==> src/hdl/bpc_pkg.sv <==
// Shared codes and constants for the barometric pressure compensation block.
// No dependencies.
package bpc_pkg;

  localparam int unsigned CfgIdxW = 3;

  localparam logic OpTemp = 1'b0;
  localparam logic OpPres = 1'b1;

  localparam logic [CfgIdxW-1:0] CfgOversampling = 3'd0;
  localparam logic [CfgIdxW-1:0] CfgCalA         = 3'd1;
  localparam logic [CfgIdxW-1:0] CfgCalB         = 3'd2;
  localparam logic [CfgIdxW-1:0] CfgCalC         = 3'd3;
  localparam logic [CfgIdxW-1:0] CfgCalD         = 3'd4;

  localparam logic signed [31:0] B5Offset   = 32'sd4000;
  localparam logic signed [31:0] TempRound  = 32'sd8;
  localparam logic signed [23:0] PresK1     = 24'sd3038;
  localparam logic signed [23:0] PresK2     = -24'sd7357;
  localparam logic signed [47:0] PresK3     = 48'sd3791;
  localparam logic signed [47:0] B4Bias     = 48'sd32768;
  localparam logic        [15:0] B7Scale    = 16'd50000;

endpackage

==> src/hdl/barometric_pressure_compensation_top.sv <==
// Barometric pressure compensation: shared multiplier and radix-2 divider
// under one sequencer. Depends on bpc_pkg.
//
// channel  dir  handshake                        payload
// s_axis   in   s_axis_tvalid / s_axis_tready    tdata raw_reading, tuser operation
// m_axis   out  m_axis_tvalid / m_axis_tready    tdata value, tuser kind, div_error
// cfg      in   cfg_valid_i / cfg_ready_o        cfg_index_i, cfg_data_i
//
// A new item is accepted only in idle, once the previous item has been emitted.
// Item time is set by the 32-step divider plus one pass per multiply on the shared unit.
// A zero divisor skips the divider and emits a zero value with div_error set.
// Reset loads oversampling 1, calibration 0 and the stored B6 term 0.
// A stalled output holds the sequencer before its last step; cfg is always ready.
module barometric_pressure_compensation_top
  import bpc_pkg::*;
(
  input  logic                clk_i,
  input  logic                rst_ni,
  input  logic                s_axis_tvalid,
  output logic                s_axis_tready,
  input  logic [23:0]         s_axis_tdata,   // [23:0] raw_reading
  input  logic [0:0]          s_axis_tuser,   // [0] operation
  output logic                m_axis_tvalid,
  input  logic                m_axis_tready,
  output logic [31:0]         m_axis_tdata,   // [31:0] value
  output logic [1:0]          m_axis_tuser,   // [0] kind, [1] div_error
  input  logic                cfg_valid_i,
  output logic                cfg_ready_o,
  input  logic [CfgIdxW-1:0]  cfg_index_i,
  input  logic [47:0]         cfg_data_i
);

  localparam logic [4:0] SIdle = 5'd0;
  localparam logic [4:0] STMul = 5'd1;
  localparam logic [4:0] STDen = 5'd2;
  localparam logic [4:0] STFin = 5'd3;
  localparam logic [4:0] SPSq0 = 5'd4;
  localparam logic [4:0] SPSq1 = 5'd5;
  localparam logic [4:0] SPSq2 = 5'd6;
  localparam logic [4:0] SPX1  = 5'd7;
  localparam logic [4:0] SPX2  = 5'd8;
  localparam logic [4:0] SPB3  = 5'd9;
  localparam logic [4:0] SPX3  = 5'd10;
  localparam logic [4:0] SPB4  = 5'd11;
  localparam logic [4:0] SPB7  = 5'd12;
  localparam logic [4:0] SPChk = 5'd13;
  localparam logic [4:0] SPT1  = 5'd14;
  localparam logic [4:0] SPT2  = 5'd15;
  localparam logic [4:0] SPX7  = 5'd16;
  localparam logic [4:0] SPFin = 5'd17;
  localparam logic [4:0] SDiv  = 5'd18;
  localparam logic [4:0] SEmit = 5'd19;

  // control state
  logic [4:0]         state_q, state_d;
  logic               out_valid_q, out_valid_d;
  logic signed [31:0] b6_q, b6_d;
  logic [1:0]         oss_q, oss_d;
  logic [47:0]        cal_a_q, cal_a_d;
  logic [47:0]        cal_b_q, cal_b_d;
  logic [31:0]        cal_c_q, cal_c_d;
  logic [31:0]        cal_d_q, cal_d_d;
  logic [4:0]         div_cnt_q, div_cnt_d;

  // datapath
  logic               op_q, op_d;
  logic [23:0]        raw_q, raw_d;
  logic signed [68:0] prod_q, prod_d;
  logic signed [63:0] acc_q, acc_d;
  logic signed [43:0] sq_q, sq_d;
  logic signed [47:0] x1_q, x1_d;
  logic [31:0]        b3_q, b3_d;
  logic [16:0]        b4_q, b4_d;
  logic [31:0]        b7_q, b7_d;
  logic signed [31:0] p_q, p_d;
  logic               qneg_q, qneg_d;
  logic [31:0]        rem_q, rem_d;
  logic [31:0]        quo_q, quo_d;
  logic [31:0]        dvs_q, dvs_d;
  logic [31:0]        res_value_q, res_value_d;
  logic               res_err_q, res_err_d;
  logic               out_kind_q, out_kind_d;
  logic [31:0]        out_value_q, out_value_d;
  logic               out_err_q, out_err_d;

  logic signed [44:0] mul_a;
  logic signed [23:0] mul_b;

  logic signed [15:0] ac1, ac2, ac3, b1, b2, mc, md;
  logic        [15:0] ac4, ac5, ac6;

  logic signed [16:0] ut_diff;
  logic signed [17:0] tx1;
  logic signed [18:0] den;
  logic signed [26:0] num;
  logic        [26:0] num_mag;
  logic        [18:0] den_mag;
  logic signed [27:0] q_s;
  logic signed [27:0] tx2;
  logic signed [31:0] b5;

  logic signed [63:0] sq_full;
  logic signed [47:0] px2_11, px2_16, x3_b3, x3_b4, corr, pf;
  logic signed [50:0] b3_pre, b3_scaled;
  logic        [31:0] b4_arg;
  logic        [3:0]  up_sh;
  logic        [31:0] up, up_diff;
  logic        [31:0] b7_now, pu;
  logic signed [23:0] t_new, t_old;

  logic [32:0] div_sh;
  logic [33:0] div_diff;

  logic in_acc, out_acc, cfg_acc;

  assign s_axis_tready = (state_q == SIdle);
  assign in_acc        = s_axis_tvalid & s_axis_tready;
  assign out_acc       = out_valid_q & m_axis_tready;
  assign cfg_ready_o   = 1'b1;
  assign cfg_acc       = cfg_valid_i & cfg_ready_o;

  assign m_axis_tvalid = out_valid_q;
  assign m_axis_tdata  = out_value_q;
  assign m_axis_tuser  = {out_err_q, out_kind_q};

  assign ac1 = cal_a_q[47:32];
  assign ac2 = cal_a_q[31:16];
  assign ac3 = cal_a_q[15:0];
  assign ac4 = cal_b_q[47:32];
  assign ac5 = cal_b_q[31:16];
  assign ac6 = cal_b_q[15:0];
  assign b1  = cal_c_q[31:16];
  assign b2  = cal_c_q[15:0];
  assign mc  = cal_d_q[31:16];
  assign md  = cal_d_q[15:0];

  // temperature terms
  assign ut_diff = signed'({1'b0, raw_q[15:0]}) - signed'({1'b0, ac6});
  assign tx1     = 18'(prod_q >>> 15);
  assign den     = 19'(tx1) + 19'(md);
  assign num     = 27'(mc) <<< 11;
  assign num_mag = num[26] ? 27'(-num) : 27'(num);
  assign den_mag = den[18] ? 19'(-den) : 19'(den);
  assign q_s     = signed'({1'b0, quo_q[26:0]});
  assign tx2     = qneg_q ? -q_s : q_s;
  assign b5      = 32'(x1_q) + 32'(tx2);

  // pressure terms
  assign sq_full   = acc_q + (64'(prod_q) <<< 14);
  assign px2_11    = 48'(prod_q >>> 11);
  assign px2_16    = 48'(prod_q >>> 16);
  assign x3_b3     = x1_q + px2_11;
  assign b3_pre    = (51'(ac1) <<< 2) + 51'(x3_b3);
  assign b3_scaled = ((b3_pre <<< oss_q) + 51'sd2) >>> 2;
  assign x3_b4     = (x1_q + 48'(prod_q >>> 16) + 48'sd2) >>> 2;
  assign b4_arg    = 32'(x3_b4 + B4Bias);
  assign up_sh     = 4'd8 - {2'b00, oss_q};
  assign up        = {8'd0, raw_q >> up_sh};
  assign up_diff   = up - b3_q;
  assign b7_now    = prod_q[31:0];
  assign pu        = b7_q[31] ? {quo_q[30:0], 1'b0} : quo_q;
  assign t_new     = pu[31:8];
  assign t_old     = p_q[31:8];
  assign corr      = (x1_q + px2_16 + PresK3) >>> 4;
  assign pf        = 48'(p_q) + corr;

  // divider step
  assign div_sh   = {rem_q, quo_q[31]};
  assign div_diff = {1'b0, div_sh} - {2'b00, dvs_q};

  // shared multiplier operand select
  always_comb begin
    mul_a = '0;
    mul_b = '0;
    case (state_q)
      STMul: begin
        mul_a = 45'(ut_diff);
        mul_b = 24'(signed'({1'b0, ac5}));
      end
      SPSq0: begin
        mul_a = 45'(b6_q);
        mul_b = signed'({10'd0, b6_q[13:0]});
      end
      SPSq1: begin
        mul_a = 45'(b6_q);
        mul_b = 24'(b6_q >>> 14);
      end
      SPX1: begin
        mul_a = 45'(sq_q);
        mul_b = 24'(b2);
      end
      SPX2: begin
        mul_a = 45'(b6_q);
        mul_b = 24'(ac2);
      end
      SPB3: begin
        mul_a = 45'(b6_q);
        mul_b = 24'(ac3);
      end
      SPX3: begin
        mul_a = 45'(sq_q);
        mul_b = 24'(b1);
      end
      SPB4: begin
        mul_a = signed'({13'd0, b4_arg});
        mul_b = signed'({8'd0, ac4});
      end
      SPB7: begin
        mul_a = signed'({13'd0, up_diff});
        mul_b = signed'({8'd0, B7Scale >> oss_q});
      end
      SPT1: begin
        mul_a = 45'(t_new);
        mul_b = PresK1;
      end
      SPT2: begin
        mul_a = 45'(prod_q);
        mul_b = t_old;
      end
      SPX7: begin
        mul_a = 45'(p_q);
        mul_b = PresK2;
      end
      default: begin
        mul_a = '0;
        mul_b = '0;
      end
    endcase
  end

  assign prod_d = 69'(mul_a) * 69'(mul_b);

  // sequencer
  always_comb begin
    state_d     = state_q;
    out_valid_d = out_valid_q;
    b6_d        = b6_q;
    oss_d       = oss_q;
    cal_a_d     = cal_a_q;
    cal_b_d     = cal_b_q;
    cal_c_d     = cal_c_q;
    cal_d_d     = cal_d_q;
    div_cnt_d   = div_cnt_q;
    op_d        = op_q;
    raw_d       = raw_q;
    acc_d       = acc_q;
    sq_d        = sq_q;
    x1_d        = x1_q;
    b3_d        = b3_q;
    b4_d        = b4_q;
    b7_d        = b7_q;
    p_d         = p_q;
    qneg_d      = qneg_q;
    rem_d       = rem_q;
    quo_d       = quo_q;
    dvs_d       = dvs_q;
    res_value_d = res_value_q;
    res_err_d   = res_err_q;
    out_kind_d  = out_kind_q;
    out_value_d = out_value_q;
    out_err_d   = out_err_q;

    if (cfg_acc) begin
      case (cfg_index_i)
        CfgOversampling: oss_d   = cfg_data_i[1:0];
        CfgCalA:         cal_a_d = cfg_data_i;
        CfgCalB:         cal_b_d = cfg_data_i;
        CfgCalC:         cal_c_d = cfg_data_i[31:0];
        CfgCalD:         cal_d_d = cfg_data_i[31:0];
        default: ;
      endcase
    end

    if (out_acc) begin
      out_valid_d = 1'b0;
    end

    case (state_q)
      SIdle: begin
        if (in_acc) begin
          op_d    = s_axis_tuser[0];
          raw_d   = s_axis_tdata;
          state_d = (s_axis_tuser[0] == OpPres) ? SPSq0 : STMul;
        end
      end
      STMul: state_d = STDen;
      STDen: begin
        x1_d = 48'(tx1);
        if (den == 19'sd0) begin
          res_value_d = '0;
          res_err_d   = 1'b1;
          state_d     = SEmit;
        end else begin
          qneg_d    = num[26] ^ den[18];
          rem_d     = '0;
          quo_d     = 32'(num_mag);
          dvs_d     = 32'(den_mag);
          div_cnt_d = '0;
          state_d   = SDiv;
        end
      end
      STFin: begin
        b6_d        = b5 - B5Offset;
        res_value_d = 32'((b5 + TempRound) >>> 4);
        res_err_d   = 1'b0;
        state_d     = SEmit;
      end
      SPSq0: state_d = SPSq1;
      SPSq1: begin
        acc_d   = 64'(prod_q);
        state_d = SPSq2;
      end
      SPSq2: begin
        sq_d    = 44'(sq_full >>> 12);
        state_d = SPX1;
      end
      SPX1: state_d = SPX2;
      SPX2: begin
        x1_d    = px2_11;
        state_d = SPB3;
      end
      SPB3: begin
        b3_d    = b3_scaled[31:0];
        state_d = SPX3;
      end
      SPX3: begin
        x1_d    = 48'(prod_q >>> 13);
        state_d = SPB4;
      end
      SPB4: state_d = SPB7;
      SPB7: begin
        b4_d    = prod_q[31:15];
        state_d = SPChk;
      end
      SPChk: begin
        b7_d = b7_now;
        if (b4_q == '0) begin
          res_value_d = '0;
          res_err_d   = 1'b1;
          state_d     = SEmit;
        end else begin
          rem_d     = '0;
          quo_d     = b7_now[31] ? b7_now : {b7_now[30:0], 1'b0};
          dvs_d     = {15'd0, b4_q};
          div_cnt_d = '0;
          state_d   = SDiv;
        end
      end
      SPT1: begin
        p_d     = signed'(pu);
        state_d = SPT2;
      end
      SPT2: state_d = SPX7;
      SPX7: begin
        x1_d    = px2_16;
        state_d = SPFin;
      end
      SPFin: begin
        res_value_d = pf[31:0];
        res_err_d   = 1'b0;
        state_d     = SEmit;
      end
      SDiv: begin
        if (!div_diff[33]) begin
          rem_d = div_diff[31:0];
          quo_d = {quo_q[30:0], 1'b1};
        end else begin
          rem_d = div_sh[31:0];
          quo_d = {quo_q[30:0], 1'b0};
        end
        div_cnt_d = div_cnt_q + 5'd1;
        if (div_cnt_q == 5'd31) begin
          state_d = (op_q == OpTemp) ? STFin : SPT1;
        end
      end
      SEmit: begin
        if (!out_valid_q || m_axis_tready) begin
          out_valid_d = 1'b1;
          out_kind_d  = op_q;
          out_value_d = res_value_q;
          out_err_d   = res_err_q;
          state_d     = SIdle;
        end
      end
      default: state_d = SIdle;
    endcase
  end

  always_ff @(posedge clk_i or negedge rst_ni) begin
    if (!rst_ni) begin
      state_q     <= SIdle;
      out_valid_q <= 1'b0;
      b6_q        <= '0;
      oss_q       <= 2'd1;
      cal_a_q     <= '0;
      cal_b_q     <= '0;
      cal_c_q     <= '0;
      cal_d_q     <= '0;
      div_cnt_q   <= '0;
    end else begin
      state_q     <= state_d;
      out_valid_q <= out_valid_d;
      b6_q        <= b6_d;
      oss_q       <= oss_d;
      cal_a_q     <= cal_a_d;
      cal_b_q     <= cal_b_d;
      cal_c_q     <= cal_c_d;
      cal_d_q     <= cal_d_d;
      div_cnt_q   <= div_cnt_d;
    end
  end

  always_ff @(posedge clk_i) begin
    op_q        <= op_d;
    raw_q       <= raw_d;
    prod_q      <= prod_d;
    acc_q       <= acc_d;
    sq_q        <= sq_d;
    x1_q        <= x1_d;
    b3_q        <= b3_d;
    b4_q        <= b4_d;
    b7_q        <= b7_d;
    p_q         <= p_d;
    qneg_q      <= qneg_d;
    rem_q       <= rem_d;
    quo_q       <= quo_d;
    dvs_q       <= dvs_d;
    res_value_q <= res_value_d;
    res_err_q   <= res_err_d;
    out_kind_q  <= out_kind_d;
    out_value_q <= out_value_d;
    out_err_q   <= out_err_d;
  end

endmodule

==> config.mk <==
export PLATFORM = sky130hd
export DESIGN_NAME = barometric_pressure_compensation_top
export DESIGN_NICKNAME = d
export VERILOG_FILES = /design/src/hdl/bpc_pkg.sv /design/src/hdl/barometric_pressure_compensation_top.sv
export SDC_FILE = /design/constraint.sdc
export NUM_CORES = 2
export LEC_CHECK = 0
export ABC_AREA = 0
export CORE_ASPECT_RATIO = 1.25
export CORE_MARGIN = 4
export CORE_UTILIZATION = 35
export CTS_BUF_LIST = sky130_fd_sc_hd__clkbuf_8
export DETAILED_ROUTE_END_ITERATION = 16
export DONT_BUFFER_PORTS = 1
export PLACE_DENSITY = 0.55
export SYNTH_ARGS = -nofsm -noshare
export SYNTH_HDL_FRONTEND = slang
export SYNTH_SLANG_ARGS = --single-unit
==> constraint.sdc <==
create_clock -name clk_i -period 21.2 [get_ports clk_i]
set_input_delay 6.36 -clock clk_i [delete_from_list [all_inputs] [get_ports clk_i]]
set_output_delay 6.36 -clock clk_i [all_outputs]
set_load 0.05 [all_outputs]
==> results.cfg <==
[logic_synthesis]
syn_area_sq_mm = 0.07705
ys.flop_type = edfxtp_1
synth-seq-area-share_pct = 23.00
ys_warn_count = 0
syn_inst = 8396
synthArstFlopShare_pct = 31.88
synth_edf_count = 382
avgSynthCellArea_sq_um = 9.177
ys_ff_latch = 643
synth.area.top_cells = fa_1 24%, edfxtp_1 15%, ha_1 7.4%
yosysTopAreaCellShare_pct = 23.59
yosysUniqueCellTypes = 124
netlist.top_cell.by_area = fa_1

[die]
chipWidth_um = 427.7
core_sq_mm = 0.2189
initial_core_util_pct = 35.21
die_h_um = 532.6
io_pins = 118
dieArea_sq_mm = 0.2277
fp-row-count = 192

[sta]
finalHoldViolations = 0
timing.final.crit_share_pct = 72.09
relSlewSlack_pct = 14.58
rsz0062_at_grt = false
setup_tns_ns = 0
holdWs_ns = 0.4124
clock_skew_ns = 0.1307
drv_slew = 0
finalCriticalPeriod_ns = 15.28
final-setup-viol-count = 0
worst_pin_slew_ns = 1.265
clock.fmax_mhz = 65.43

[run]
maxCapViolCount = 0

[global_routing]
grt_usage_pct = 25.49
top_usage_layer = met2
grt_pass1_wl_um = 432800
first_global_vias = 65910
grt_use_met3_pct = 4.921
use_met1_pct = 32.13
overflow = 0
grtUsageMet2_pct = 41.35
grt_max_degree = 206
antenna_found_initial = 17

[placed_design]
dpl.hpwl_um = 229300
globalplace.congestion = 0.9767
port_buffers = 0

[critical_path]
cp-start-kind = flop
critical-path-top-delay-family = compound AO/OA/AOI/OAI gates
crit_top_cell = fa_1
path_class = reg2reg
slowest_stage = a211oi_1
crit_required_ns = 21.89
cp_num_buf_inv = 7
cp_max_fo = 73
slowest_delay_ns = 0.88
crit_arrival_ns = 15.98
cp-end-kind = flop

[layout]
drive_above_1_share_pct = 8.156
syn2layout_area_growth_pct = 8.125
seqCellArea_sq_mm = 0.01773
multiInputGateArea_sq_mm = 0.05363
nNetsFinal = 9747
fillerInstances = 22040

[cts]
cts.path.max_buffers = 3
cts.repair.resized = 0
post_cts_buffers = 0
cts_root_buf = clkbuf_8
cts_tree = done
clkLatencyLatePin_ns = 0.92
clkTransAtPathRegs_ns = 0.07
h-tree-depth = 3
cts_made_buffers = 111
clock_sinks = 643
ctsHoldBuffers = 0

[drt]
firstDrtPassIters = 7
dr.first_iter.drc_count = 5711
wl_per_cell_um = 25.94
postRouteAntennaNets = 0
drc = 0
routed_wl_um = 293700
vias = 63560
viasPerCell = 5.615

[worst_hold_path]
hp-class = reg2reg

[outcome]
outcome = finished, final reports clean
==> per-layer routing <==
layer | vias up | part of all wire (%)
met5 | - | 0.018
met4 | 8 | 6.2
li1 | 27800 | -
met3 | 751 | 8.3
met2 | 2894 | 46
met1 | 32100 | 39
==> state kept, by name, indices dropped and copies added, names as in the netlist, 36 cells and up <==
name / flops
acc_q: 44
sq_q: 44
prod_q: 56
x1_q: 36
cal_b_q: 48
cal_a_q: 48
==> Yosys cell counts (all sizes together) (57+ instances only) <==
library cell  number
nand2           1187
nand2b            72
o21a              63
a22oi             89
mux2i             68
clkbuf           331
a21o             137
nor2b             57
inv             1200
nand3            124
dfrtp            204
o21ai            321
mux2             187
nor2             390
nor3             122
a21oi            346
xor2             175
ha               458
fa               908
xnor2            343
and2             247
edfxtp           382
==> cell families (layout without fill, tap and decap cells) <==
family	Yosys count	after routing	share of synthesized area [%]
compound gates	1524	1524	13.44
buf+inv	1584	1584	7.792
xor+xnor	518	518	5.898
flops	643	643	23.00
mux	256	256	3.646
fa+ha+maj	1367	1367	31.04
other cells	2	16	0.009747
simple gates	2502	2502	15.17
==> per-stage QoR <==
step | std cells | instance area [sq um] | worst slack (ns) | utilization, %
2_1_floorplan | 8399 | 77060 | 8.540 | -
3_3_place_gp | 11100 | 80780 | 6.279 | 36.91
3_5_place_dp | 11100 | 80780 | 6.021 | 36.91
4_1_cts | 11310 | 83280 | 5.909 | 38.05
5_1_grt | 11310 | 83290 | 4.981 | 38.06
6_report | 11320 | 83310 | 5.916 | 38.07
==> final cells by class <==
class                           instances  share of cell area (%)
Multi-Input combinational cell       6172                   64.38
Sequential cell                       643                   21.28
Inverter                             1202                   5.416
Tap cell                             2910                   4.371
Clock buffer                          134                   2.214
Timing Repair Buffer                  170                   1.532
Clock inverter                         78                  0.7810
Antenna cell                           11                 0.03304
==> worst paths after layout <==
check                                      from               end  cells past startpoint  slack (ns)
worst max register to register         oss_q[0]        prod_q[54]                     46        5.92
max in group asynchronous                rst_ni          b6_q[28]                      0       15.60
worst max-delay path                   oss_q[0]        prod_q[54]                     46        5.92
min in group asynchronous                rst_ni       cal_a_q[43]                      0        5.18
worst min-delay path            res_value_q[11]  m_axis_tdata[11]                      0        0.41
worst min register to register  res_value_q[11]  m_axis_tdata[11]                      0        0.41
==> cells in the final DEF, fill, tap and decap left out, types with 170 or more instances in the layout <==
master / instances
edfxtp_1: 382
and2_1: 244
inv_1: 1224
dfrtp_1: 203
fa_1: 908
buf_4: 170
mux2_2: 187
a21oi_1: 337
xnor2_1: 342
nor2_1: 383
xor2_1: 175
ha_1: 458
nand2_1: 1173
o21ai_0: 285
Power is left out: the tool's default activity adds up to more than one toggle a clock period on the data nets, which glitch-free logic cannot reach.
